<file path="src/rtl/fcw_pkg.sv">
// Package: types, constants and entry decode functions of the chain walker.
`timescale 1ns / 1ps
package fcw_pkg;

    localparam int ADDR_W  = 13;   // byte_address width
    localparam int CLUS_W  = 16;   // cluster width
    localparam int TB_W    = 14;   // table_bytes width and offset width
    localparam int DIV_W   = 17;   // dividend width for the offset reduction
    localparam int STEP_W  = 5;    // counter for DIV_W remainder steps

    localparam logic CMD_WRITE = 1'b0;
    localparam logic CMD_WALK  = 1'b1;

    localparam logic KIND_FAT12 = 1'b0;
    localparam logic KIND_FAT16 = 1'b1;

    localparam logic REG_FAT_KIND    = 1'b0;
    localparam logic REG_TABLE_BYTES = 1'b1;

    localparam logic [CLUS_W-1:0] END12  = 16'h0FF8;
    localparam logic [CLUS_W-1:0] END16  = 16'hFFF8;
    localparam logic [CLUS_W-1:0] MASK12 = 16'h0FFF;

    localparam logic [TB_W-1:0] TABLE_BYTES_RST = 14'd8192;
    localparam logic [TB_W-1:0] TABLE_MIN       = 14'd2;

    typedef enum logic [2:0] {
        ST_IDLE,
        ST_MOD,
        ST_RD0,
        ST_RD1,
        ST_RD2,
        ST_EMIT
    } t_state;

    typedef struct packed {
        logic            done;
        logic [TB_W-1:0] rem;
    } t_mod_rsp;

    // Byte offset of a cluster's entry before reduction.
    function automatic logic [DIV_W-1:0] f_dividend(input logic kind,
                                                     input logic [CLUS_W-1:0] clus);
        logic [DIV_W-1:0] d;
        if (kind == KIND_FAT12) begin
            d = DIV_W'(clus) + DIV_W'(clus >> 1);
        end else begin
            d = {clus, 1'b0};
        end
        return d;
    endfunction

    // Decode an entry from its two table bytes.
    function automatic logic [CLUS_W-1:0] f_entry(input logic kind, input logic odd,
                                                  input logic [7:0] lo, input logic [7:0] hi);
        logic [CLUS_W-1:0] w;
        w = {hi, lo};
        if (kind == KIND_FAT12) begin
            w = odd ? (w >> 4) : (w & MASK12);
        end
        return w;
    endfunction

    function automatic logic f_is_end(input logic kind, input logic [CLUS_W-1:0] e);
        return (kind == KIND_FAT12) ? (e >= END12) : (e >= END16);
    endfunction

endpackage

</file>
<file path="src/rtl/fcw_mod_unit.sv">
// Bit-serial remainder unit: dividend modulo table size, one bit per cycle.
`timescale 1ns / 1ps
module fcw_mod_unit (
    input  logic                      i_clk,
    input  logic                      i_rst_n,
    input  logic                      i_start,
    input  logic [fcw_pkg::DIV_W-1:0] i_dividend,
    input  logic [fcw_pkg::TB_W-1:0]  i_divisor,
    output fcw_pkg::t_mod_rsp         o_rsp
);
    import fcw_pkg::*;

    logic              r_busy, n_busy;
    logic              r_done, n_done;
    logic [STEP_W-1:0] r_cnt, n_cnt;
    logic [DIV_W-1:0]  r_dvd, n_dvd;
    logic [TB_W-1:0]   r_dvs, n_dvs;
    logic [TB_W-1:0]   r_rem, n_rem;
    logic [TB_W:0]     trial;

    always_comb begin
        n_busy = r_busy;
        n_done = 1'b0;
        n_cnt  = r_cnt;
        n_dvd  = r_dvd;
        n_dvs  = r_dvs;
        n_rem  = r_rem;
        trial  = {r_rem, r_dvd[DIV_W-1]};
        if (i_start) begin
            n_busy = 1'b1;
            n_cnt  = STEP_W'(DIV_W);
            n_dvd  = i_dividend;
            n_dvs  = i_divisor;
            n_rem  = '0;
        end else if (r_busy) begin
            // restoring step: partial remainder stays below the divisor
            if (trial >= {1'b0, r_dvs}) begin
                n_rem = TB_W'(trial - {1'b0, r_dvs});
            end else begin
                n_rem = trial[TB_W-1:0];
            end
            n_dvd = r_dvd << 1;
            n_cnt = r_cnt - STEP_W'(1);
            if (r_cnt == STEP_W'(1)) begin
                n_busy = 1'b0;
                n_done = 1'b1;
            end
        end
    end

    always_ff @(posedge i_clk) begin
        if (!i_rst_n) begin
            r_busy <= 1'b0;
            r_done <= 1'b0;
        end else begin
            r_busy <= n_busy;
            r_done <= n_done;
        end
    end

    always_ff @(posedge i_clk) begin
        r_cnt <= n_cnt;
        r_dvd <= n_dvd;
        r_dvs <= n_dvs;
        r_rem <= n_rem;
    end

    assign o_rsp.done = r_done;
    assign o_rsp.rem  = r_rem;

endmodule

</file>
<file path="config.mk">
export PLATFORM = sky130hd
export DESIGN_NAME = fcw_mod_unit
export DESIGN_NICKNAME = d
export VERILOG_FILES = /design/src/rtl/fcw_pkg.sv /design/src/rtl/fcw_mod_unit.sv
export SDC_FILE = /design/constraint.sdc
export NUM_CORES = 1
export LEC_CHECK = 0
export BUFFER_PORTS_ARGS = -buffer_cell sky130_fd_sc_hd__buf_4
export CAP_MARGIN = 20
export CORE_MARGIN = 2
export CORE_UTILIZATION = 56
export DETAILED_ROUTE_END_ITERATION = 8
export PLACE_DENSITY = 0.83
export REMOVE_ABC_BUFFERS = 1
export SLEW_MARGIN = 40
export SYNTH_ARGS = -nofsm -noshare
export SYNTH_HDL_FRONTEND = slang
export SYNTH_SLANG_ARGS = --single-unit
</file>
<file path="constraint.sdc">
create_clock -name i_clk -period 3.2 [get_ports i_clk]
set_input_delay 0.32 -clock i_clk [delete_from_list [all_inputs] [get_ports i_clk]]
set_output_delay 0.32 -clock i_clk [all_outputs]
set_load 0.05 [all_outputs]
</file>
==> Word-level counts from Yosys, hierarchy flattened <==
Index checks and enable logic that the tools add are counted.
{ "word_totals": {"ff_bits": 52, "latch_bits": 0, "ram_bits": 0, "romBits": 0, "input_bits": 34, "output_inout_bits": 15, "elab_cells": 21, "memories": 0} }
{ "op_classes": {"add_sub_neg": 2, "n_mul": 0, "div": 0, "order_cmp": 1, "eq_ne": 1, "n_shift": 0, "mux": 7, "bitwise_logic": 2, "reduce_logical": 2} }
{ "ops": {"columns": ["op", "n"], "rows": [
  ["$mux W17", 2],
  ["$ge A15 B14 Y1", 1],
  ["$mux W14", 1],
  ["$sub A14 B14 Y14", 1],
  ["$eq A5 B1 Y1 const B", 1],
  ["$sub A5 B1 Y5 const B", 1],
  ["$mux W1", 4],
  ["$reduce_or A3 Y1", 1],
  ["$not A1 Y1", 2],
  ["$reduce_bool A2 Y1", 1]
]} }

==> Longest topological paths before layout <==
Gate-level depths: netlist of the first run.
{ "depth": {"ltp_word": 4, "mapped_depth": 11, "depth_no_buf": 11} }

==> Least setup slack after synthesis of the first run <==
Ideal clock, no wire load.
{ "synth_timing": {"path_kind": "reg-to-reg", "startpoint": "reg r_rem[1]", "endpoint": "reg r_rem[4]", "setup_time_ps": 86, "arrival_time_ps": 2589, "required_time_ps": 3114, "setup_slack_ps": 526, "stages_incl_launch_ff": 10, "n_path_buf": 1, "synth_period_minus_slack_ps": 2674, "cell_sequence": "dfxtp_1 > ha_1 > o21ai_2 > a21oi_2 > o31a_4 > o41ai_4 > o31ai_4 > buf_6 > mux2i_1 > a211oi_1"} }
{ "synth_via": {"elab_chain_cells": 2, "elab_cells_between_ends": 3, "cone_classes": "add/sub (1); order compare (1); mux (1)"} }
{ "synth_rtl": {"columns": ["item", "line_no", "text"], "rows": [
  ["start, declared", "fcw_mod_unit.sv:18", "logic [TB_W-1:0] r_rem, n_rem;"],
  ["start signal, assigned", "fcw_mod_unit.sv:65", "r_rem <= n_rem;"],
  ["$sub A14 B14 Y14 / $ge A15 B14 Y1 (equally long branches)", "fcw_mod_unit.sv:38, fcw_mod_unit.sv:37", null],
  ["$mux W14 *", "fcw_mod_unit.sv:37", "if (trial >= {1'b0, r_dvs}) begin"]
]} }
Every way passes the cells marked *; elsewhere a longest branch is shown, timed or not.
A chain may end at the register's enable or synchronous reset.

==> Worst setup path after layout of the first run <==
{ "layout_timing": {"startpoint": "reg r_dvs[2]", "endpoint": "reg r_rem[0]"} }
{ "layout_via": {"elab_chain_cells": 2} }
{ "layout_rtl": {"columns": ["item", "line_no", "text"], "rows": [
  ["start, declared", "fcw_mod_unit.sv:17", "logic [TB_W-1:0] r_dvs, n_dvs;"],
  ["start signal, assigned", "fcw_mod_unit.sv:64", "r_dvs <= n_dvs;"],
  ["$ge A15 B14 Y1", "fcw_mod_unit.sv:37", null],
  ["$mux W14", "fcw_mod_unit.sv:37", null]
]} }
No other way between the ends.

==> metrics.log, run 1 <==
INFO  metric clkSlewWorstSetupHoldPaths = 100 ps
INFO  metric area.sequential = 0.00135 mm2
INFO  metric final-setup-viol-count = 0
INFO  metric min_clock_period_post_route = 2620 ps
INFO  metric antenna-diode-count = 0
INFO  metric cts_root_buf = sky130_fd_sc_hd__clkbuf_8
INFO  metric die_x = 75.1 um
INFO  metric cts_setup_buffers = 0
INFO  metric ys.warnings.count = 0
INFO  metric timing.max_cap.violations = 0
INFO  metric final_hold_viol_count = 0
INFO  metric dr_total_vias = 1,956
INFO  metric cts_tree = built
INFO  metric peakVddDrop = 0.000284 V
INFO  metric via_to_cell_ratio = 5.37
INFO  metric drc_markers = 0
INFO  metric clock_path_buffers = 2
INFO  metric achievable-frequency = 0.382 GHz
INFO  metric route.final.wire_length = 5.15 mm
INFO  metric grt_max_degree = 49
INFO  metric relSlewSlack = 53.5%
INFO  metric worst_clock_skew = 7.22 ps
INFO  metric fp.coreArea = 0.00479 mm2
INFO  metric tritoncts_num_sinks = 52
INFO  metric grt_pass1_vias = 1,820
INFO  metric cellPowerDensity = 491 mW/mm2
INFO  metric cp_slowest_cell = sky130_fd_sc_hd__o41ai_4
INFO  metric worst-path-buf-inv = 2
INFO  metric class_of_the_most_critical_hold_timing_path = in2reg
INFO  metric drive_above_1_share = 28.3%
INFO  metric critPathLaunchType = flop
INFO  metric power.leakage = 1.37 nW
INFO  metric run_status = completed
INFO  metric detail_route.first_pass.iterations = 4
INFO  metric post_synth_edffs = 31
INFO  metric grt_use_total = 19.0%
INFO  metric path_cells = inv_1, ha_1, o21ai_2, a21oi_2, o31a_4, o41ai_4, o31ai_4, buf_4, mux2_4, a211oi_2
INFO  metric filler_cell_count = 381
INFO  metric cp.arrival = 2850 ps
INFO  metric synth_ff_type = sky130_fd_sc_hd__edfxtp_1
INFO  metric cpLargestDelayFamily = compound AO/OA/AOI/OAI gates
INFO  metric synth_area = 0.00283 mm2
INFO  metric total_power = 0.00161 W
INFO  metric die-height = 75.1 um
INFO  metric cts_made_buffers = 5
INFO  metric synth.cells.most_frequent = 31 x sky130_fd_sc_hd__edfxtp_1, 27 x sky130_fd_sc_hd__nor2_1, 23 x sky130_fd_sc_hd__inv_1, 21 x sky130_fd_sc_hd__dfxtp_1
INFO  metric worst-slew-pin-transition = 697 ps
INFO  metric multi_input_area = 0.00131 mm2
INFO  metric grt_pass1_wl = 8.07 mm
INFO  metric register_bit_count_reported_by_yosys = 52
INFO  metric routability_driven_placement_congestion_ratio = 0.858
INFO  metric final_antenna_net_count = 0
INFO  metric pre_cts_ws = 601 ps
INFO  metric count_of_unique_library_cells_instantiated_by_yosys = 50
INFO  metric cp_slowest_stage_delay = 430 ps
INFO  metric synth_area_per_cell = 11.4 um2
INFO  metric hpwlAfterDp = 3.62 mm
INFO  metric floorplan.die_area = 0.00563 mm2
INFO  metric synth_most_common_cell = sky130_fd_sc_hd__edfxtp_1
INFO  metric post_synthesis_to_final_layout_area_growth = 16.2%
INFO  metric tns = 0 ps
INFO  metric avgRoutedWirePerCell = 14.1 um
INFO  metric drtIter0Drc = 118
INFO  metric yosys.area.top_type_share = 32.9%
INFO  metric floorplan.io_pins = 49
INFO  metric unrepaired_setup_endpoints_after_global_routing = false
INFO  metric post_cts_resize_count = 0
INFO  metric timing.final.max_slew_violations = 0
INFO  metric post-route-cell-area = 0.00329 mm2
INFO  metric yosysSeqAreaShare = 47.8%
INFO  metric initial_utilization = 59.1%
INFO  metric asyncSetResetFlopFracSynth = 0%
INFO  metric cp.required = 3430 ps
INFO  metric critical_path.max_fanout = 16
INFO  metric globalRoute.totalOverflow = 0
INFO  metric dpl-instance-area = 0.00320 mm2
INFO  metric worst_skew_pair.late_latency = 310 ps
INFO  metric timing.critical_path.to_type = flop
INFO  metric path_class = reg2reg
INFO  metric grt_antenna_before_repair = 0
INFO  metric synth_top_area_cell = sky130_fd_sc_hd__edfxtp_1
INFO  metric syn-instance-count = 248
INFO  metric layout.nets = 347
INFO  metric port_buffers = 48
INFO  metric std_cell_rows = 25
INFO  metric worst_slack = 580 ps
INFO  metric synthTopCellsByArea = sky130_fd_sc_hd__edfxtp_1 33%, sky130_fd_sc_hd__dfxtp_1 15%, sky130_fd_sc_hd__ha_1 7.1%
INFO  metric holdBufCountCts = 0
INFO  metric timing.final.crit_share = 81.9%
INFO  metric ctsHtreeMaxLevel = 2
[layout by cell type (no fill, tap or decap), types with 2 or more instances in the layout]
cell / instances
sky130_fd_sc_hd__buf_4: 50
sky130_fd_sc_hd__nand2_1: 8
sky130_fd_sc_hd__xor2_1: 3
sky130_fd_sc_hd__a221oi_1: 2
sky130_fd_sc_hd__edfxtp_1: 31
sky130_fd_sc_hd__nor2_1: 27
sky130_fd_sc_hd__o21ai_1: 4
sky130_fd_sc_hd__o21ai_0: 4
sky130_fd_sc_hd__mux2i_1: 11
sky130_fd_sc_hd__a21o_1: 2
sky130_fd_sc_hd__xnor2_1: 10
sky130_fd_sc_hd__nand2b_1: 6
sky130_fd_sc_hd__a21oi_1: 7
sky130_fd_sc_hd__ha_1: 16
sky130_fd_sc_hd__mux2_2: 16
sky130_fd_sc_hd__a211oi_1: 9
sky130_fd_sc_hd__dfxtp_1: 21
sky130_fd_sc_hd__clkbuf_8: 5
sky130_fd_sc_hd__nand3_1: 4
sky130_fd_sc_hd__inv_1: 23
sky130_fd_sc_hd__o21a_1: 3
sky130_fd_sc_hd__nand4_1: 2
sky130_fd_sc_hd__o31ai_1: 3
sky130_fd_sc_hd__a21o_2: 2
sky130_fd_sc_hd__nor3_1: 3
[sequential cells by signal, indices dropped and copies added, names as in the netlist]
name    count
r_dvd      17
r_dvs      14
r_rem      14
r_cnt       5
r_busy      1
r_done      1
[final cells by class]
type                       instances  share of cell area, %
timing repair buffer              50                   11.4
sequential                        52                   41.1
multi-input combinational        164                   39.7
inverter                          23                   2.63
clock inverter                     2                  0.343
tap                               67                   2.55
clock buffer                       6                   2.21
[per-layer routing]
metal	part of all wire, %	global-route usage [%]	routed length [um]
met2	47	30.4	2440
met1	47	25.5	2430
met3	4.0	4.55	204
met4	1.3	5.95	65
met5	0	0	0
[worst reg2reg max path: stages, from the launching register on]
cell and delay [ps]:
sky130_fd_sc_hd__edfxtp_1 340, sky130_fd_sc_hd__inv_1 40, sky130_fd_sc_hd__ha_1 340, sky130_fd_sc_hd__o21ai_2 170, sky130_fd_sc_hd__a21oi_2 60, sky130_fd_sc_hd__o31a_4 290, sky130_fd_sc_hd__o41ai_4 430, sky130_fd_sc_hd__o31ai_4 80
sky130_fd_sc_hd__buf_4 240, sky130_fd_sc_hd__mux2_4 330, sky130_fd_sc_hd__a211oi_2 220
[stage by stage]
step | utilization [%] | std cells | hold WS, ps
6_report | 68.7 | 364 | 181
5_1_grt | 68.7 | 364 | 167
4_1_cts | 68.7 | 364 | 174
3_5_place_dp | 66.9 | 356 | 493
3_3_place_gp | 66.9 | 356 | 472
2_1_floorplan | - | 239 | 385
[worst paths after layout]
check,start,endpoint,slack (ps),cells after the start
worst max-delay path,r_dvs[2],r_rem[0],580,10
worst min-delay path,i_divisor[10],r_dvs[10],180,1
worst max register to register,r_dvs[2],r_rem[0],580,10
worst min register to register,r_cnt[1],r_cnt[1],510,2
[power by group]
part | switching (W) | internal [W] | total [W] | leakage (nW)
clock network | 0.000219 | 0.000152 | 0.000372 | 0.0388
logic | 0.000244 | 0.000193 | 0.000437 | 0.848
registers | 0.0000326 | 0.000773 | 0.000806 | 0.481
total | 0.000496 | 0.00112 | 0.00161 | 1.37
[kinds of logic after synthesis]
family,Yosys count,synth area share (%)
muxes,28,10.8
DFF,52,47.8
buffers and inverters,32,6.02
AOI/OAI and AO/OA,47,13.5
adders and majority gates,17,7.79
xor gates and xnor gates,13,4.03
and+or+nand+nor,59,10.0
Note: power is estimated with default switching activity, not from simulation.
==> inputs of run 2 (changes only) <==
Clock period 3.2 ns to 2.55 ns, I/O delays scaled along.
==> run 2 against run 1 <==
- non-clock buffer count grew 12
- total power grew 29%
- sequential power grew 25%
- first-iteration DRC count grew 120%
- design area grew 3.3%
- critical path type unchanged
==> metrics.log, run 2 (synthesis results as in run 1) <==
INFO  metric power.leakage = 1.43 nW
INFO  metric layout.nets = 359
INFO  metric final_antenna_net_count = 0
INFO  metric route.final.wire_length = 5.75 mm
INFO  metric most_flop_heavy_register = r_dvd
INFO  metric clock_path_buffers = 2
INFO  metric routability_driven_placement_congestion_ratio = 0.848
INFO  metric largest_register_ffs = 17
INFO  metric fp.coreArea = 0.00479 mm2
INFO  metric grt_use_total = 21.5%
INFO  metric globalRoute.totalOverflow = 0
INFO  metric timing.final.crit_share = 96.6%
INFO  metric worst_hold_path.endpoint = r_dvs[6]
INFO  metric area.sequential = 0.00135 mm2
INFO  metric clkSlewWorstSetupHoldPaths = 100 ps
INFO  metric reg.largest.list = r_dvd: 17 flops, r_dvs: 14 flops, r_rem: 14 flops
INFO  metric postLayoutCoreUtil = 71.0%
INFO  metric die-height = 75.1 um
INFO  metric multi_input_area = 0.00133 mm2
INFO  metric reg2reg_setup_slack = 90 ps
INFO  metric drtIter0Drc = 264
INFO  metric path_class = reg2reg
INFO  metric initial_utilization = 59.1%
INFO  metric cp.arrival = 2710 ps
INFO  metric cts_root_buf = sky130_fd_sc_hd__clkbuf_8
INFO  metric dr_total_vias = 2,035
INFO  metric port_buffers = 48
INFO  metric die_x = 75.1 um
INFO  metric antenna-diode-count = 0
INFO  metric timing.max_cap.violations = 0
INFO  metric grt_antenna_before_repair = 0
INFO  metric final_hold_viol_count = 0
INFO  metric hpwlAfterDp = 4.06 mm
INFO  metric run_status = completed
INFO  metric floorplan.die_area = 0.00563 mm2
INFO  metric grt_max_degree = 48
INFO  metric avgRoutedWirePerCell = 15.3 um
INFO  metric worstReg2RegEnd = r_rem[0]
INFO  metric grt_pass1_wl = 9.00 mm
INFO  metric final-setup-viol-count = 0
INFO  metric critical_path.max_fanout = 5
INFO  metric class_of_the_most_critical_hold_timing_path = in2reg
INFO  metric pre_cts_ws = 77.7 ps
INFO  metric rr_worst_depth = 10
INFO  metric filler_cell_count = 361
INFO  metric post_synthesis_to_final_layout_area_growth = 20.1%
INFO  metric hold_path.startpoint = i_divisor[6]
INFO  metric floorplan.io_pins = 49
INFO  metric worst-slew-pin-transition = 719 ps
INFO  metric via_to_cell_ratio = 5.41
INFO  metric timing.final.max_slew_violations = 0
INFO  metric holdBufCountCts = 0
INFO  metric hold-path-cell-count = 1
INFO  metric layout.cells.most_common = sky130_fd_sc_hd__buf_4
INFO  metric drc_markers = 0
INFO  metric min_clock_period_post_route = 2460 ps
INFO  metric cp.required = 2790 ps
INFO  metric grt_pass1_vias = 1,913
INFO  metric critPathLaunchType = flop
INFO  metric detail_route.first_pass.iterations = 5
INFO  metric peakVddDrop = 0.000371 V
INFO  metric cts_tree = built
INFO  metric layout.cells.most_common_list = 62 x sky130_fd_sc_hd__buf_4, 31 x sky130_fd_sc_hd__edfxtp_1, 27 x sky130_fd_sc_hd__nor2_1, 23 x sky130_fd_sc_hd__inv_1, 21 x sky130_fd_sc_hd__dfxtp_1
INFO  metric ctsHtreeMaxLevel = 2
INFO  metric timing.critical_path.to_type = flop
INFO  metric rr_startpoint = r_dvs[8]
INFO  metric worst_slack = 85.7 ps
INFO  metric worst_clock_skew = 6.96 ps
INFO  metric achievable-frequency = 0.406 GHz
INFO  metric tritoncts_num_sinks = 52
INFO  metric drive_above_1_share = 31.7%
INFO  metric cts_made_buffers = 5
INFO  metric relSlewSlack = 52.0%
INFO  metric std_cell_rows = 25
INFO  metric worst_skew_pair.late_latency = 310 ps
INFO  metric cellPowerDensity = 616 mW/mm2
-- run 2: changes by cell type in the layout (fill, tap and decap cells not counted) --
cell and delta:
sky130_fd_sc_hd__a221oi_1 -1, sky130_fd_sc_hd__a221oi_4 +1, sky130_fd_sc_hd__buf_4 +12, sky130_fd_sc_hd__ha_1 -1
sky130_fd_sc_hd__ha_2 +1
-- run 2: worst max path at each step --
stage / startpoint / to / slack (ps) / depth (start not counted)
2_1_floorplan: r_rem[1] / r_rem[0] / -220 / 8
3_3_place_gp: r_dvs[1] / r_rem[7] / 120 / 10
3_5_place_dp: r_dvs[1] / r_rem[1] / 80 / 10
4_1_cts: r_dvs[1] / r_rem[1] / 60 / 10
5_1_grt: r_dvs[1] / r_rem[0] / -60 / 10
6_report: r_dvs[8] / r_rem[0] / 90 / 10
-- run 2: final cells by class --
type | instances | area share [%]
clock inverter | 2 | 0.331
timing repair buffer | 62 | 13.7
clock buffer | 6 | 2.14
inverter | 23 | 2.54
tap | 67 | 2.47
multi-input combinational | 164 | 39.0
sequential | 52 | 39.8
-- run 2: repair_timing --
item | in CTS | in global routing
setup endpoints to repair | 0 | 12
resized for setup | 0 | 3
setup buffers | 0 | 4
-- run 2: where the power goes --
part           switching (W)  total (W)  internal, W
sequential         0.0000393    0.00101     0.000970
combinational       0.000334   0.000611     0.000277
clock               0.000279   0.000470     0.000191
-- run 2: worst max-delay path: stages, from the launching register on --
cell and delay (ps):
sky130_fd_sc_hd__edfxtp_1 350, sky130_fd_sc_hd__inv_1 50, sky130_fd_sc_hd__ha_1 350, sky130_fd_sc_hd__nand4_1 180
sky130_fd_sc_hd__nor2_1 190, sky130_fd_sc_hd__o31a_4 190, sky130_fd_sc_hd__o41ai_4 80, sky130_fd_sc_hd__o31ai_4 340
sky130_fd_sc_hd__buf_4 180, sky130_fd_sc_hd__mux2_4 290, sky130_fd_sc_hd__a211oi_2 200
-- run 2: stage by stage --
step | instances | area (um2) | setup TNS (ps) | total power, W | hold slack [ps]
detailed placement | 364 | 3260 | 0 | 0.00161 | 434
floorplan | 239 | 2740 | -954 | 0.00142 | 320
finish | 376 | 3400 | 0 | 0.00209 | 111
global placement | 364 | 3260 | 0 | 0.00159 | 433
global route | 376 | 3400 | -108 | 0.00219 | 97.6
CTS | 372 | 3350 | 0 | 0.00207 | 102
-- run 2: routing by layer --
layer  share of wire (%)  GRT usage, %  routed length, um  vias to the layer above
li1                    -             -                  -                     1012
met1                  44          29.0               2520                      959
met2                  49          34.0               2800                       58
met3                 5.6          4.69                323                        6
met4                 1.7          8.33                 98                        0
met5                   0             0                  0                        -
==> inputs of run 3 (changes only) <==
Settings changed: CORE_UTILIZATION 56 to 45, PLACE_DENSITY 0.83 to 0.69.
==> run 3 against run 2 <==
- global-route usage fell by 4.8 points
- sequential power barely moved
- clock power fell by 0.9%
- total power rose by 0.50%
- worst hold slack improved by 7.9 ps
- clock-buffer cell count fell by 1
- via count rose by 0.74%
- register-to-register slack improved by 50 ps
- combinational power rose by 2%
- design area rose by 1.9%
- critical path depth did not move
- routed wire length fell by 0.56%
- critical path type unchanged
- largest cell class is now multi-input combinational cells
- largest power group unchanged
==> metrics.log, run 3 (synthesis results as in run 1) <==
INFO  metric run_status = completed
INFO  metric antenna-diode-count = 0
INFO  metric path_class = reg2reg
INFO  metric die-height = 83.3 um
INFO  metric timing.max_cap.violations = 0
INFO  metric ctsHtreeMaxLevel = 2
INFO  metric initial_utilization = 47.2%
INFO  metric hold-path-cell-count = 1
INFO  metric timing.critical_path.to_type = flop
INFO  metric route.final.wire_length = 5.71 mm
INFO  metric tritoncts_num_sinks = 52
INFO  metric most_flop_heavy_register = r_dvd
INFO  metric floorplan.io_pins = 49
INFO  metric worst_skew_pair.late_latency = 300 ps
INFO  metric final-setup-viol-count = 0
INFO  metric cts_tree = built
INFO  metric crit_start = r_dvs[2]
INFO  metric reg.largest.list = r_dvd: 17 flops, r_dvs: 14 flops, r_rem: 14 flops
INFO  metric clock_path_buffers = 2
INFO  metric clkSlewWorstSetupHoldPaths = 100 ps
INFO  metric class_of_the_most_critical_hold_timing_path = in2reg
INFO  metric worst-path-buf-inv = 2
INFO  metric fp.coreArea = 0.00599 mm2
INFO  metric layout.cells.most_common_list = 59 x sky130_fd_sc_hd__buf_4, 31 x sky130_fd_sc_hd__edfxtp_1, 26 x sky130_fd_sc_hd__nor2_1, 23 x sky130_fd_sc_hd__inv_1, 19 x sky130_fd_sc_hd__dfxtp_1
INFO  metric sequential_power_share = 48.2%
INFO  metric netSwitchingPower = 0.000650 W
INFO  metric dr_total_vias = 2,050
INFO  metric post_synthesis_to_final_layout_area_growth = 22.4%
INFO  metric final_antenna_net_count = 0
INFO  metric grt_antenna_before_repair = 0
INFO  metric port_buffers = 48
INFO  metric hold_path.startpoint = i_divisor[11]
INFO  metric rr_worst_depth = 10
INFO  metric largest_register_ffs = 17
INFO  metric min_clock_period_post_route = 2420 ps
INFO  metric rr_startpoint = r_dvs[2]
INFO  metric filler_cell_count = 517
INFO  metric postLayoutCoreUtil = 57.8%
INFO  metric timing.final.max_slew_violations = 0
INFO  metric worst-slew-pin-transition = 714 ps
INFO  metric p_int = 0.00145 W
INFO  metric relSlewSlack = 52.3%
INFO  metric worst_slack = 133 ps
INFO  metric grt_pass1_vias = 2,017
INFO  metric share_comb_of_total_power = 29.6%
INFO  metric cellPowerDensity = 607 mW/mm2
INFO  metric drtIter0Drc = 95
INFO  metric drive_above_1_share = 35.1%
INFO  metric timing.final.crit_share = 94.8%
INFO  metric drc_markers = 0
INFO  metric achievable-frequency = 0.414 GHz
INFO  metric cts_root_buf = sky130_fd_sc_hd__clkbuf_8
INFO  metric layout.nets = 358
INFO  metric grt_use_total = 16.7%
INFO  metric worst_clock_skew = 6.17 ps
INFO  metric grt_max_degree = 48
INFO  metric routability_driven_placement_congestion_ratio = 0.836
INFO  metric total_power = 0.00210 W
INFO  metric pre_cts_ws = 15.5 ps
INFO  metric std_cell_rows = 28
INFO  metric die_x = 83.3 um
INFO  metric cp.required = 2770 ps
INFO  metric cts_made_buffers = 5
INFO  metric detail_route.first_pass.iterations = 4
INFO  metric worst_hold_path.endpoint = r_dvs[11]
INFO  metric cp.arrival = 2640 ps
INFO  metric hpwlAfterDp = 4.05 mm
INFO  metric final_hold_viol_count = 0
INFO  metric worstReg2RegEnd = r_rem[13]
INFO  metric critPathLaunchType = flop
INFO  metric globalRoute.totalOverflow = 0
INFO  metric cp_slowest_cell = sky130_fd_sc_hd__edfxtp_1
INFO  metric critical_path.max_fanout = 8
INFO  metric power.leakage = 1.42 nW
INFO  metric floorplan.die_area = 0.00693 mm2
INFO  metric avgRoutedWirePerCell = 14.9 um
INFO  metric unrepaired_setup_endpoints_after_global_routing = false
INFO  metric path_cells = inv_1, ha_2, o21ai_2, a21oi_2, o31a_4, o41ai_4, o31ai_4, buf_4, and4_1, o31ai_1
INFO  metric via_to_cell_ratio = 5.35
INFO  metric cp_slowest_stage_delay = 370 ps
INFO  metric grt_pass1_wl = 9.38 mm
INFO  metric reg2reg_setup_slack = 130 ps
INFO  metric clock_power_share = 22.2%
INFO  metric swShare = 30.9%
INFO  metric cpLargestDelayFamily = compound AO/OA/AOI/OAI gates
INFO  metric holdBufCountCts = 0
INFO  metric peakVddDrop = 0.000319 V
INFO  metric layout.cells.most_common = sky130_fd_sc_hd__buf_4
[run 3: how the worst max path moves through the flow]
stage	to	depth (start not counted)
floorplan	r_rem[0]	8
global placement	r_rem[10]	9
detailed placement	r_rem[6]	9
CTS	r_rem[6]	9
global route	r_rem[13]	10
finish	r_rem[13]	10
[run 3: power by group through the flow]
| stage | sequential (W) | clock (W) | combinational, W |
|---|---|---|---|
| 2_1_floorplan | 0.00109 | 0 | 0.000332 |
| 3_3_place_gp | 0.00103 | 0 | 0.000561 |
| 3_5_place_dp | 0.00103 | 0 | 0.000573 |
| 4_1_cts | 0.00101 | 0.000481 | 0.000579 |
| 5_1_grt | 0.00102 | 0.000524 | 0.000678 |
| 6_report | 0.00101 | 0.000466 | 0.000623 |
[run 3: cell type report]
| cell class | count | area, um2 | area share [%] |
|---|---|---|---|
| multi-input combinational | 164 | 1380 | 39.7 |
| sequential | 52 | 1350 | 39.1 |
| timing repair buffer | 61 | 465 | 13.4 |
| tap | 75 | 93.8 | 2.71 |
| inverter | 23 | 86.3 | 2.49 |
| clock buffer | 5 | 68.8 | 1.99 |
| clock inverter | 3 | 18.8 | 0.542 |
[run 3: stage by stage]
stage	std cells	hold slack [ps]	TNS (ps)	instance area (um2)
floorplan	239	320	-954	2740
global placement	370	433	0	3260
detailed placement	370	434	0	3260
CTS	379	113	0	3350
global route	383	96.6	0	3460
finish	383	119	0	3460
[run 3: repair_timing]
| item | in CTS | in global routing |
|---|---|---|
| gates cloned | 0 | 0 |
| endpoints found under the hold margin | 0 | 0 |
| buffers inserted | 1 | 4 |
| setup endpoints to repair | 5 | 13 |
| pin swaps | 2 | 10 |
| gates resized for setup | 0 | 16 |
[run 3: layer usage]
layer	vias up	global-route usage, %	wire length, um
li1	1009	-	-
met2	54	26.8	2660
met5	-	0	0
met4	0	4.32	76
met1	976	22.0	2670
met3	11	4.97	310
